`config.mk`:
```
export PLATFORM = sky130hd
export DESIGN_NAME = sgic_eval
export DESIGN_NICKNAME = d
export VERILOG_FILES = /design/src/hdl/assert_macros.svh /design/src/hdl/sgic_pkg.sv /design/src/hdl/sgic_eval.sv
export SDC_FILE = /design/constraint.sdc
export NUM_CORES = 1
export LEC_CHECK = 0
export BUFFER_PORTS_ARGS = -buffer_cell sky130_fd_sc_hd__buf_2
export CAP_MARGIN = 20
export CORE_AREA = 2 2 184 186
export DETAILED_ROUTE_END_ITERATION = 10
export DIE_AREA = 0 0 186 188
export GPL_TIMING_DRIVEN = 0
export PLACE_DENSITY = 0.54
export SLEW_MARGIN = 10
export SYNTH_ARGS = -nofsm -noshare
export SYNTH_HDL_FRONTEND = slang
export SYNTH_SLANG_ARGS = --single-unit
```
`constraint.sdc`:
```
create_clock -name vclk -period 6.9
set_clock_uncertainty 0.05 [all_clocks]
set_input_delay 0.69 -clock vclk [all_inputs]
set_output_delay 0.69 -clock vclk [all_outputs]
set_load 0.03 [all_outputs]
```
`src/hdl/assert_macros.svh`:
```
// Assertion macros for the RTL of the serial GPIO interrupt controller.
// Depends on nothing; the including module must have clock and reset signals.
`ifndef ASSERT_MACROS_SVH
`define ASSERT_MACROS_SVH

// Plain clocked property, disabled while reset is high.
`define SGIC_ASSERT(label, prop, msg) \
   label: assert property (@(posedge clock) disable iff (reset) prop) else $error(msg);

// Same-cycle implication, disabled while reset is high.
`define SGIC_ASSERT_IMP(label, ante, cons, msg) \
   label: assert property (@(posedge clock) disable iff (reset) (ante) |-> (cons)) \
      else $error(msg);

`endif

```
`src/hdl/sgic_pkg.sv`:
```
// Package for the serial GPIO interrupt controller: sizes, address map,
// control word layout, codes, transfer structs and the pair index decode.
// Depends on nothing.
package sgic_pkg;

   // Sizes and address map.
   localparam int PIN_PAIRS    = 256;
   localparam int STATUS_WORDS = 8;
   localparam int STATUS_BASE  = 0;
   localparam int CONTROL_BASE = 256;

   localparam int WORD_W    = 32;
   localparam int ADDR_W    = 10;
   localparam int ADDR_X_W  = ADDR_W + 1;
   localparam int PIN_W     = 9;
   localparam int PAIR_W    = 8;
   localparam int PAIR_X_W  = PAIR_W + 1;
   localparam int BIT_IDX_W = 5;
   localparam int STS_IDX_W = PAIR_W - BIT_IDX_W;
   localparam int STS_X_W   = STS_IDX_W + 1;
   localparam int CNT_W     = 9;

   // Function codes of an input transfer.
   localparam logic [1:0] FUNC_READ  = 2'd0;
   localparam logic [1:0] FUNC_WRITE = 2'd1;
   localparam logic [1:0] FUNC_PIN   = 2'd2;

   // Control word layout.
   localparam int CW_IN_BIT   = 0;
   localparam int CW_OUT_BIT  = 1;
   localparam int CW_EN_BIT   = 2;
   localparam int CW_TYPE_LSB = 3;
   localparam int CW_TYPE_MSB = 5;
   localparam int CW_CLR_BIT  = 6;

   // Trigger types; every code from four up means dual edge.
   localparam logic [2:0] TRIG_FALL = 3'd0;
   localparam logic [2:0] TRIG_RISE = 3'd1;
   localparam logic [2:0] TRIG_LOW  = 3'd2;
   localparam logic [2:0] TRIG_HIGH = 3'd3;

   typedef struct packed {
      logic [1:0]        func;
      logic [ADDR_W-1:0] reg_addr;
      logic [WORD_W-1:0] write_data;
      logic [PIN_W-1:0]  pin_number;
      logic              pin_level;
   } req_type;

   typedef struct packed {
      logic [WORD_W-1:0] read_data;
      logic              irq_line;
      logic              out_changed;
      logic [PAIR_W-1:0] out_change_pair;
   } rsp_type;

   // State update produced for one item.
   typedef struct packed {
      logic                 ctl_we;
      logic [WORD_W-1:0]    ctl_wdata;
      logic                 sts_we;
      logic [STS_IDX_W-1:0] sts_idx;
      logic [WORD_W-1:0]    sts_wdata;
      logic [CNT_W-1:0]     cnt;
   } upd_type;

   // Pin pair that an item addresses: from the pin for a level change,
   // otherwise from the offset into the control window.
   function automatic logic [PAIR_W-1:0] pair_index(req_type r);
      logic [ADDR_W-1:0] c_off;
      c_off = r.reg_addr - ADDR_W'(CONTROL_BASE);
      if (r.func == FUNC_PIN) begin
         return r.pin_number[PIN_W-1:1];
      end
      return c_off[PAIR_W-1:0];
   endfunction

endpackage

```
`src/hdl/sgic_eval.sv`:
```
// Item evaluation for the serial GPIO interrupt controller: address decode,
// control word update, trigger check, status and pending count update.
// Depends on sgic_pkg.
module sgic_eval (
   input  sgic_pkg::req_type                                      item,
   input  logic [sgic_pkg::WORD_W-1:0]                            cw_cur,
   input  logic [sgic_pkg::STATUS_WORDS-1:0][sgic_pkg::WORD_W-1:0] sts_cur,
   input  logic [sgic_pkg::CNT_W-1:0]                             cnt_cur,
   output sgic_pkg::upd_type                                      upd,
   output sgic_pkg::rsp_type                                      rsp
);

   logic [sgic_pkg::PAIR_W-1:0]    pair;
   logic                           s_hit;
   logic                           c_hit;
   logic                           pair_ok;
   logic [sgic_pkg::ADDR_W-1:0]    s_off;
   logic [sgic_pkg::STS_IDX_W-1:0] sts_idx;
   logic                           sts_ok;
   logic [sgic_pkg::WORD_W-1:0]    sts_word;
   logic [sgic_pkg::BIT_IDX_W-1:0] bpos;
   logic                           tgt;
   logic [sgic_pkg::WORD_W-1:0]    nw;
   logic [sgic_pkg::WORD_W-1:0]    diff;
   logic [sgic_pkg::WORD_W-1:0]    stored;
   logic                           upd_en;
   logic                           rise;
   logic                           fall;
   logic                           hit;
   logic                           set_en;
   logic [2:0]                     kind;
   logic                           bit_old;
   logic                           bit_new;
   logic [sgic_pkg::WORD_W-1:0]    sts_new;
   logic [sgic_pkg::CNT_W-1:0]     cnt_next;

   // Address decode; the status window wins where the two overlap.
   assign pair  = sgic_pkg::pair_index(item);
   assign s_hit = (item.reg_addr >= sgic_pkg::ADDR_W'(sgic_pkg::STATUS_BASE)) &&
                  ({1'b0, item.reg_addr} <
                   sgic_pkg::ADDR_X_W'(sgic_pkg::STATUS_BASE + sgic_pkg::STATUS_WORDS));
   assign c_hit = (item.reg_addr >= sgic_pkg::ADDR_W'(sgic_pkg::CONTROL_BASE)) &&
                  ({1'b0, item.reg_addr} <
                   sgic_pkg::ADDR_X_W'(sgic_pkg::CONTROL_BASE + sgic_pkg::PIN_PAIRS));
   assign pair_ok = {1'b0, pair} < sgic_pkg::PAIR_X_W'(sgic_pkg::PIN_PAIRS);

   // One status word is touched per item: the addressed one for a read,
   // the pair's own word otherwise.
   assign s_off   = item.reg_addr - sgic_pkg::ADDR_W'(sgic_pkg::STATUS_BASE);
   assign sts_idx = (item.func == sgic_pkg::FUNC_READ) ? s_off[sgic_pkg::STS_IDX_W-1:0] :
                    pair[sgic_pkg::PAIR_W-1 -: sgic_pkg::STS_IDX_W];
   assign sts_ok  = {1'b0, sts_idx} < sgic_pkg::STS_X_W'(sgic_pkg::STATUS_WORDS);
   assign sts_word = sts_ok ? sts_cur[sts_idx] : '0;
   assign bpos     = pair[sgic_pkg::BIT_IDX_W-1:0];

   // New control word from a bus write or a pin level change.
   always_comb begin
      nw = cw_cur;
      if (item.func == sgic_pkg::FUNC_WRITE) begin
         nw = item.write_data;
      end else if (item.pin_number[0]) begin
         nw[sgic_pkg::CW_OUT_BIT] = item.pin_level;
      end else begin
         nw[sgic_pkg::CW_IN_BIT] = item.pin_level;
      end
   end

   assign tgt = ((item.func == sgic_pkg::FUNC_WRITE) && !s_hit && c_hit) ||
                ((item.func == sgic_pkg::FUNC_PIN) && pair_ok);
   assign diff   = cw_cur ^ nw;
   assign upd_en = tgt && (diff != '0);

   // The status clear bit acts once and is never stored.
   always_comb begin
      stored = nw;
      stored[sgic_pkg::CW_CLR_BIT] = 1'b0;
   end

   // Trigger check on a change of the input value.
   assign rise = stored[sgic_pkg::CW_IN_BIT] && !cw_cur[sgic_pkg::CW_IN_BIT];
   assign fall = !stored[sgic_pkg::CW_IN_BIT] && cw_cur[sgic_pkg::CW_IN_BIT];
   assign kind = stored[sgic_pkg::CW_TYPE_MSB:sgic_pkg::CW_TYPE_LSB];

   always_comb begin
      case (kind)
         sgic_pkg::TRIG_FALL: hit = fall;
         sgic_pkg::TRIG_RISE: hit = rise;
         sgic_pkg::TRIG_LOW:  hit = !stored[sgic_pkg::CW_IN_BIT];
         sgic_pkg::TRIG_HIGH: hit = stored[sgic_pkg::CW_IN_BIT];
         default:             hit = rise || fall;
      endcase
   end

   assign set_en = upd_en && diff[sgic_pkg::CW_IN_BIT] && stored[sgic_pkg::CW_EN_BIT] && hit;

   // Status bit: clear first, then set; the count follows the bit's change.
   always_comb begin
      bit_old = sts_word[bpos];
      bit_new = bit_old;
      if (upd_en && nw[sgic_pkg::CW_CLR_BIT]) begin
         bit_new = 1'b0;
      end
      if (set_en) begin
         bit_new = 1'b1;
      end
      sts_new       = sts_word;
      sts_new[bpos] = bit_new;
      cnt_next      = cnt_cur;
      if (upd_en && sts_ok && bit_old && !bit_new) begin
         cnt_next = cnt_cur - sgic_pkg::CNT_W'(1);
      end else if (upd_en && sts_ok && !bit_old && bit_new) begin
         cnt_next = cnt_cur + sgic_pkg::CNT_W'(1);
      end
   end

   // State update.
   always_comb begin
      upd.ctl_we    = upd_en;
      upd.ctl_wdata = stored;
      upd.sts_we    = upd_en && sts_ok;
      upd.sts_idx   = sts_idx;
      upd.sts_wdata = sts_new;
      upd.cnt       = cnt_next;
   end

   // Result item.
   always_comb begin
      rsp.read_data = '0;
      if (item.func == sgic_pkg::FUNC_READ) begin
         if (s_hit) begin
            rsp.read_data = sts_word;
         end else if (c_hit) begin
            rsp.read_data = cw_cur;
         end
      end
      rsp.irq_line        = cnt_next != '0;
      rsp.out_changed     = upd_en && diff[sgic_pkg::CW_OUT_BIT];
      rsp.out_change_pair = rsp.out_changed ? pair : '0;
   end

endmodule

```
-- Word level (Yosys, flattened, before mapping)
Cells that the tools add are included.
- magnitude comparators: 7
- multiplexer cells: 24
- add/subtract/negate cells: 3
- reduce and logical (&&, ||, !) cells: 28
- equal/unequal tests: 5
- bitwise gates (word level): 1
- operator list (cell ; number):
    $mux W32 ; 4
    $bmux W32 S3 ; 1
    $bwmux W32 ; 1
    $reduce_bool A32 Y1 ; 1
    $xor A32 B32 Y32 ; 1
    $mux W30 ; 1
    $mux W8 ; 3
    $mux W9 ; 2
    $logic_and A1 B1 Y1 ; 17
    $ge A10 B1 Y1 const B ; 1
    $ge A10 B9 Y1 const B ; 1
    $lt A10 B10 Y1 const B ; 1
    $lt A10 B4 Y1 const B ; 1
    $add A9 B1 Y9 const B ; 1
    $reduce_bool A9 Y1 ; 1
    $sub A9 B1 Y9 const B ; 1
    $sub A8 B1 Y8 const B ; 1
    $mux W1 ; 7
    $eq A3 B2 Y1 const B ; 2
    $lt A5 B6 Y1 const B ; 1
    $bmux W1 S5 ; 1
    $demux W1 S5 ; 1
    $ge A5 B1 Y1 const B ; 1
    $logic_not A1 Y1 ; 5
    10 further kinds ; 11
- bits in registers: 0
- output and inout port bits: 120
- input bits: 351
- logic and storage cells: 68

-- Depth between registers and ports, before layout
Gate-level depths: netlist of run 1.
- depth in word-level cells: 15
- depth in mapped cells: 18

-- Least setup slack after synthesis of run 1
Ideal clock, no wire load.
- path kind: in2out
- start: in item[52] (netlist bit)
- end: out rsp[9] (netlist bit)
- stages on the path: 15
- data arrival time: 4.339 ns
- setup slack: 1.821 ns
- path through: buf_4 -> clkbuf_1 -> nand2b_1 -> mux2i_1 -> inv_1 -> ha_1 -> and3_1 -> nand4_1 -> a31oi_1 -> a211o_1 -> nor3_1 -> o21ai_0 -> a221oi_1 -> a21oi_1 -> nand4_1
- RTL lines (element ; RTL line ; RTL):
    start, declared ; sgic_eval.sv:5 ; input sgic_pkg::req_type item,
    end, declared ; sgic_eval.sv:10 ; output sgic_pkg::rsp_type rsp

==> flow_summary.yaml, run 1 <==
outcome:
  status: "finished, final reports clean"
clock_tree:
  ctsHoldBuffers: 0
  cts_resized: 0
  post_cts_buffers: 0
global_route:
  grt_pass1_vias: 9504
  grt_busiest_layer: "met2"
  grt_pass1_wl_um: 64800
  use_met2_pct: 49.4
  overflow: 0
  antenna_found_initial: 7
  grt.met1_usage_pct: 30.3
  grt_util_all_layers_pct: 25.7
  grt_start_max_net_pins: 11
  grt_use_met3_pct: 2.99
worst_setup_path:
  cp_cell_sequence: "buf_2 -> buf_4 -> nand2b_1 -> a21boi_1 -> buf_2 -> buf_2 -> mux4_2 -> o2111ai_1 -> o41ai_1 -> a211oi_1 -> o2111a_1 -> nand2_1 -> o21ai_1 -> nand2_1 -> buf_2 -> o31a_1 -> buf_2"
  crit_type: "in -> out"
  startpoint_type: "input port"
  critPathMaxFanout: 10
  cp-end-kind: "primary output"
  cp_slowest_cell: "o2111a_1"
  cp_common_cell: "buf_2"
  worst_ep_arrival_time_ns: 5.61
  slowest_delay_ns: 0.55
  worst_ep_required_time_ns: 6.16
synth:
  synth_cells: 900
  synth.distinct_cells: 70
  muxShareOfSynthArea_pct: 39.6
  synth_adder_area_share_pct: 0.735
  netlist_area_um2: 6810
  yosys.area.top_type: "mux4_2"
  yosysTopAreaCellShare_pct: 22.8
  synth_nets: 1255
  synth_area_leaders: "mux4_2, mux2i_1, nand2_1"
  synth_top_family_by_area: "multiplexers"
  synthXorXnorAreaFrac_pct: 3.22
  yosys_warnings: 0
  yosysSeqAreaShare_pct: 0
  synth_compound_area_share_pct: 24.3
  synth-simple-area-share_pct: 22.9
  synth_area_per_cell_um2: 7.56
die:
  initial_core_util_pct: 20.6
  die_area_um2: 35000
  ioPinCount: 471
  core_um2: 33100
  fp.dieW_um: 186
  num_rows: 67
  die_h_um: 188
finish:
  num-nets-final: 1726
  nClkBuffers: 0
  drive_gt1_share_pct: 44.4
  final_core_util_pct: 29.4
  seq_area_um2: 0
  area_growth_pct: 42.9
  n_sequential_cell: 0
sta:
  drv_slew: 0
  fin_hold_ws_ns: 1.69
  finalCritPeriodShare_pct: 92.0
  hold_viol_final: 0
  setup_viol: 0
  finalSetupTns_ns: 0
  post-route-min-period_ns: 6.35
  worst-slew-pin-transition_ns: 1.20
  rsz0062_at_grt: "false"
  fmax_mhz: 158
  relSlewSlack_pct: 19.1
drt:
  vias: 9636
  drc: 0
  viasPerCell: 5.29
  dr.pass1.iters: 4
  ant_nets: 0
  drt_iter0_drc: 431
  post_drt_wl_per_cell_um: 26.1
  finalWirelength_um: 47600
power:
  power_density_nw_per_um2: 110
  power_leakage_nw: 4.58
  ir_worst_vdd_v: 0.0000470
  fin_total_pwr_mw: 1.07
run:
  drv_cap: 0
placement:
  place_congestion: 0.913
  io_buffers: 469
  hpwlAfterDp_um: 41900
hold_path:
  min_path_type: "in -> out"
[path summary, 6_finish.rpt]
path,end,depth (start not counted),slack (ns),from
worst max-delay path,upd[20],17,0.55,item[52]
worst min-delay path,upd[73],4,1.69,item[38]
[per-layer routing]
layer | vias to the layer above | part of all wire, %
li1 | 4377 | -
met1 | 4709 | 40
met2 | 500 | 52
met3 | 50 | 6.1
met4 | 0 | 2.1
met5 | - | 0
[critical path, delay by kind of cell]
kind                   cells  cell delay, ns
AND/OR/NAND/NOR            3            0.69
AO/OA/AOI/OAI              7            2.26
multiplexers               1            0.36
buffers and inverters      6            1.55
[cell type report]
cell class / count / area, µm²
diodes: 6 / 15.0
fillers: 3700 / 23400
multi-input cells: 783 / 6190
well taps: 448 / 561
repair buffers: 469 / 2350
plain buffers: 85 / 493
inverters: 32 / 125
[placed cells by master (no fill, tap or decap), drive strengths merged, types with 6 or more instances in the layout]
cell type | synthesis | final
mux2i | 98 | 98
a31oi | 6 | 6
nand4 | 13 | 13
nand2b | 7 | 7
o211ai | 24 | 24
nor3 | 16 | 16
a211oi | 9 | 9
a32oi | 6 | 6
and2 | 7 | 7
clkbuf | 34 | 34
nor2 | 102 | 102
or3 | 8 | 8
nor2b | 9 | 9
diode | 0 | 6
a2111oi | 6 | 6
nand2 | 135 | 135
o21ai | 40 | 40
a21oi | 45 | 45
a22oi | 10 | 10
mux2 | 13 | 13
xnor2 | 20 | 20
o31a | 29 | 29
o2111ai | 7 | 7
inv | 31 | 31
buf | 51 | 520
nor4 | 7 | 7
nand3 | 27 | 27
mux4 | 69 | 69
[report_power, final]
group          switching [mW]  leakage, nW  internal [mW]
Combinational           0.672         4.58          0.393
Clock                       0    0.0000380    0.000000117
Sequential                  0            0              0
[logic make-up (layout without fill, tap and decap cells)]
group                    after synthesis  in the layout
AND/OR/NAND/NOR                      346            346
buffers and inverters                117            586
other                                  1              7
multiplexers                         180            180
XOR/XNOR                              25             25
AO/OA/AOI/OAI                        227            227
adder cells (fa/ha/maj)                4              4
[per-stage QoR]
stage | setup WS (ns) | instances | cell area [µm²]
3_5_place_dp | 0.561 | 1817 | 9710
5_1_grt | 0.339 | 1820 | 9720
4_1_cts | 0.546 | 1817 | 9710
3_3_place_gp | 0.596 | 1817 | 9710
2_1_floorplan | 1.82 | 900 | 6810
6_report | 0.553 | 1823 | 9730
[synthesized netlist by cell type (13+ instances only)]
| master | number |
|---|---|
| mux4_2 | 69 |
| o31a_1 | 29 |
| inv_1 | 30 |
| mux2i_1 | 97 |
| nor2_1 | 102 |
| o211ai_1 | 24 |
| nand4_1 | 13 |
| buf_2 | 22 |
| nor3_1 | 16 |
| xnor2_1 | 20 |
| o21ai_0 | 38 |
| a21oi_1 | 45 |
| clkbuf_1 | 34 |
| nand2_1 | 135 |
| nand3_1 | 26 |
Note: power is estimated with default switching activity, not from simulation.
==> run 2: changes to the inputs <==
Settings changed: ABC_AREA from default to 1, CORE_AREA 2 2 184 186 to 2 2 182 184, DIE_AREA 0 0 186 188 to 0 0 184 186, PLACE_DENSITY 0.54 to 0.53.
==> run 2 against run 1 <==
- die area fell by 2.1%
- worst hold slack improved by 0.031 ns
- flip-flop and latch count did not move
==> flow_summary.yaml, run 2 <==
outcome:
  status: "finished, final reports clean"
sta:
  hold_viol_final: 0
  drv_slew: 0
  finalCritPeriodShare_pct: 74.2
  rsz0062_at_grt: "false"
  setup_viol: 0
  fmax_mhz: 195
  post-route-min-period_ns: 5.12
  worst-slew-pin-transition_ns: 0.826
  relSlewSlack_pct: 44.8
  fin_hold_ws_ns: 1.72
  finalSetupTns_ns: 0
synth:
  synth_area_per_cell_um2: 4.55
  synth_cells: 1378
  yosys.area.top_type: "nand2_1"
  yosys_warnings: 0
  post-synth-top-count-cell: "nand2_1"
  synth_common_cells: "nand2_1, nand3_1, inv_1"
  synth.distinct_cells: 38
  netlist_area_um2: 6260
  yosysSeqAreaShare_pct: 0
  yosysTopAreaCellShare_pct: 29.4
  synth_nets: 1733
  synth_area_leaders: "nand2_1, nand3_1, inv_1"
worst_setup_path:
  startpoint: "item[52]"
  worst_ep_required_time_ns: 6.16
  critPathMaxFanout: 10
  crit_end: "upd[19]"
  crit_cells: 17
  cp_cell_sequence: "buf_2 -> inv_2 -> nand2_2 -> buf_2 -> o21ai_1 -> nor2_1 -> clkbuf_1 -> nand3_1 -> nand2_1 -> o21ai_1 -> nand2_1 -> nor2_4 -> nand2_2 -> a21oi_1 -> buf_2 -> o21ai_0 -> buf_2"
  slowest_delay_ns: 0.59
  startpoint_type: "input port"
  cp_common_cell: "buf_2"
  crit_type: "in -> out"
  worst_ep_arrival_time_ns: 4.38
  cp-end-kind: "primary output"
  cp_top_family: "buffers and inverters"
  cp_slowest_cell: "nor2_1"
  crit_buf_inv: 6
finish:
  n_sequential_cell: 0
  multi_input_area_um2: 4920
  area_growth_pct: 45.9
  fin_area_um2: 9140
  fill_cells: 3862
  seq_area_um2: 0
  num-nets-final: 2205
  drive_gt1_share_pct: 30.3
  final_cell_mix: "buf_2, nand2_1, nand3_1"
  nClkBuffers: 0
  final_common_cell: "buf_2"
power:
  power_density_nw_per_um2: 109
  ir_worst_vdd_v: 0.0000576
  power_leakage_nw: 5.71
drt:
  vias: 10767
  viasPerCell: 4.77
  finalWirelength_um: 43900
  drt_iter0_drc: 888
  ant_nets: 0
  post_drt_wl_per_cell_um: 19.5
  dr.pass1.iters: 6
  drc: 0
global_route:
  use_met2_pct: 42.0
  grt_util_all_layers_pct: 24.2
  grt_pass1_wl_um: 61500
  grt_pass1_vias: 10252
  overflow: 0
  grt_use_met3_pct: 3.62
  grt_start_max_net_pins: 11
  grt.met1_usage_pct: 30.8
  antenna_found_initial: 1
  grt_busiest_layer: "met2"
die:
  initial_core_util_pct: 19.5
  die_area_um2: 34200
  fp.dieW_um: 184
  ioPinCount: 471
  die_h_um: 186
  num_rows: 66
  core_um2: 32200
placement:
  hpwlAfterDp_um: 38500
  post_dp_cell_area_um2: 9140
  place_congestion: 0.941
  io_buffers: 469
hold_path:
  min_path_type: "in -> out"
clock_tree:
  post_cts_buffers: 0
  ctsHoldBuffers: 0
  cts_resized: 0
run:
  drv_cap: 0
run 2: power by group:
group	internal (mW)	leakage, nW	switching, mW
sequential	0	0	0
combinational	0.300	5.71	0.698
clock	0.0000000194	0.00000634	0
total	0.300	5.71	0.698
run 2: through the flow:
| stage | utilization, % | worst slack [ns] | power [mW] | instances |
|---|---|---|---|---|
| 2_1_floorplan | - | 2.10 | 0.581 | 1378 |
| 3_3_place_gp | 28.3 | 1.80 | 0.989 | 2255 |
| 3_5_place_dp | 28.4 | 1.79 | 0.991 | 2256 |
| 4_1_cts | 28.4 | 1.78 | 0.994 | 2256 |
| 5_1_grt | 28.4 | 1.48 | 1.08 | 2257 |
| 6_report | 28.4 | 1.78 | 0.998 | 2257 |
run 2: final cells by class:
class	count	share of cell area, %
inverter	243	10.0
multi-input combinational	1057	53.8
timing repair buffer	470	25.8
tap	408	5.59
buffer	78	4.79
antenna	1	0.0274
run 2: routing by layer:
metal	part of all wire (%)	vias to the layer above
li1	-	5266
met1	42	4892
met2	47	541
met3	8.1	68
met4	3.4	0
met5	0	-
run 2: worst min path at each step:
stage	slack (ns)	from	end	cells after the start
CTS	1.72	item[28]	upd[63]	4
global route	1.75	item[32]	upd[67]	4
finish	1.72	cw_cur[26]	upd[71]	4
floorplan	1.56	cw_cur[7]	upd[52]	2
detailed placement	1.72	item[28]	upd[63]	4
global placement	1.72	item[23]	upd[58]	4
run 2: logic make-up after synthesis:
group | Yosys count | share of synthesized area [%]
simple gates | 882 | 61.6
buf+inv | 321 | 21.6
other cells | 1 | 0.0599
fa+ha+maj | 4 | 0.799
xor+xnor | 24 | 3.36
compound gates | 146 | 12.6
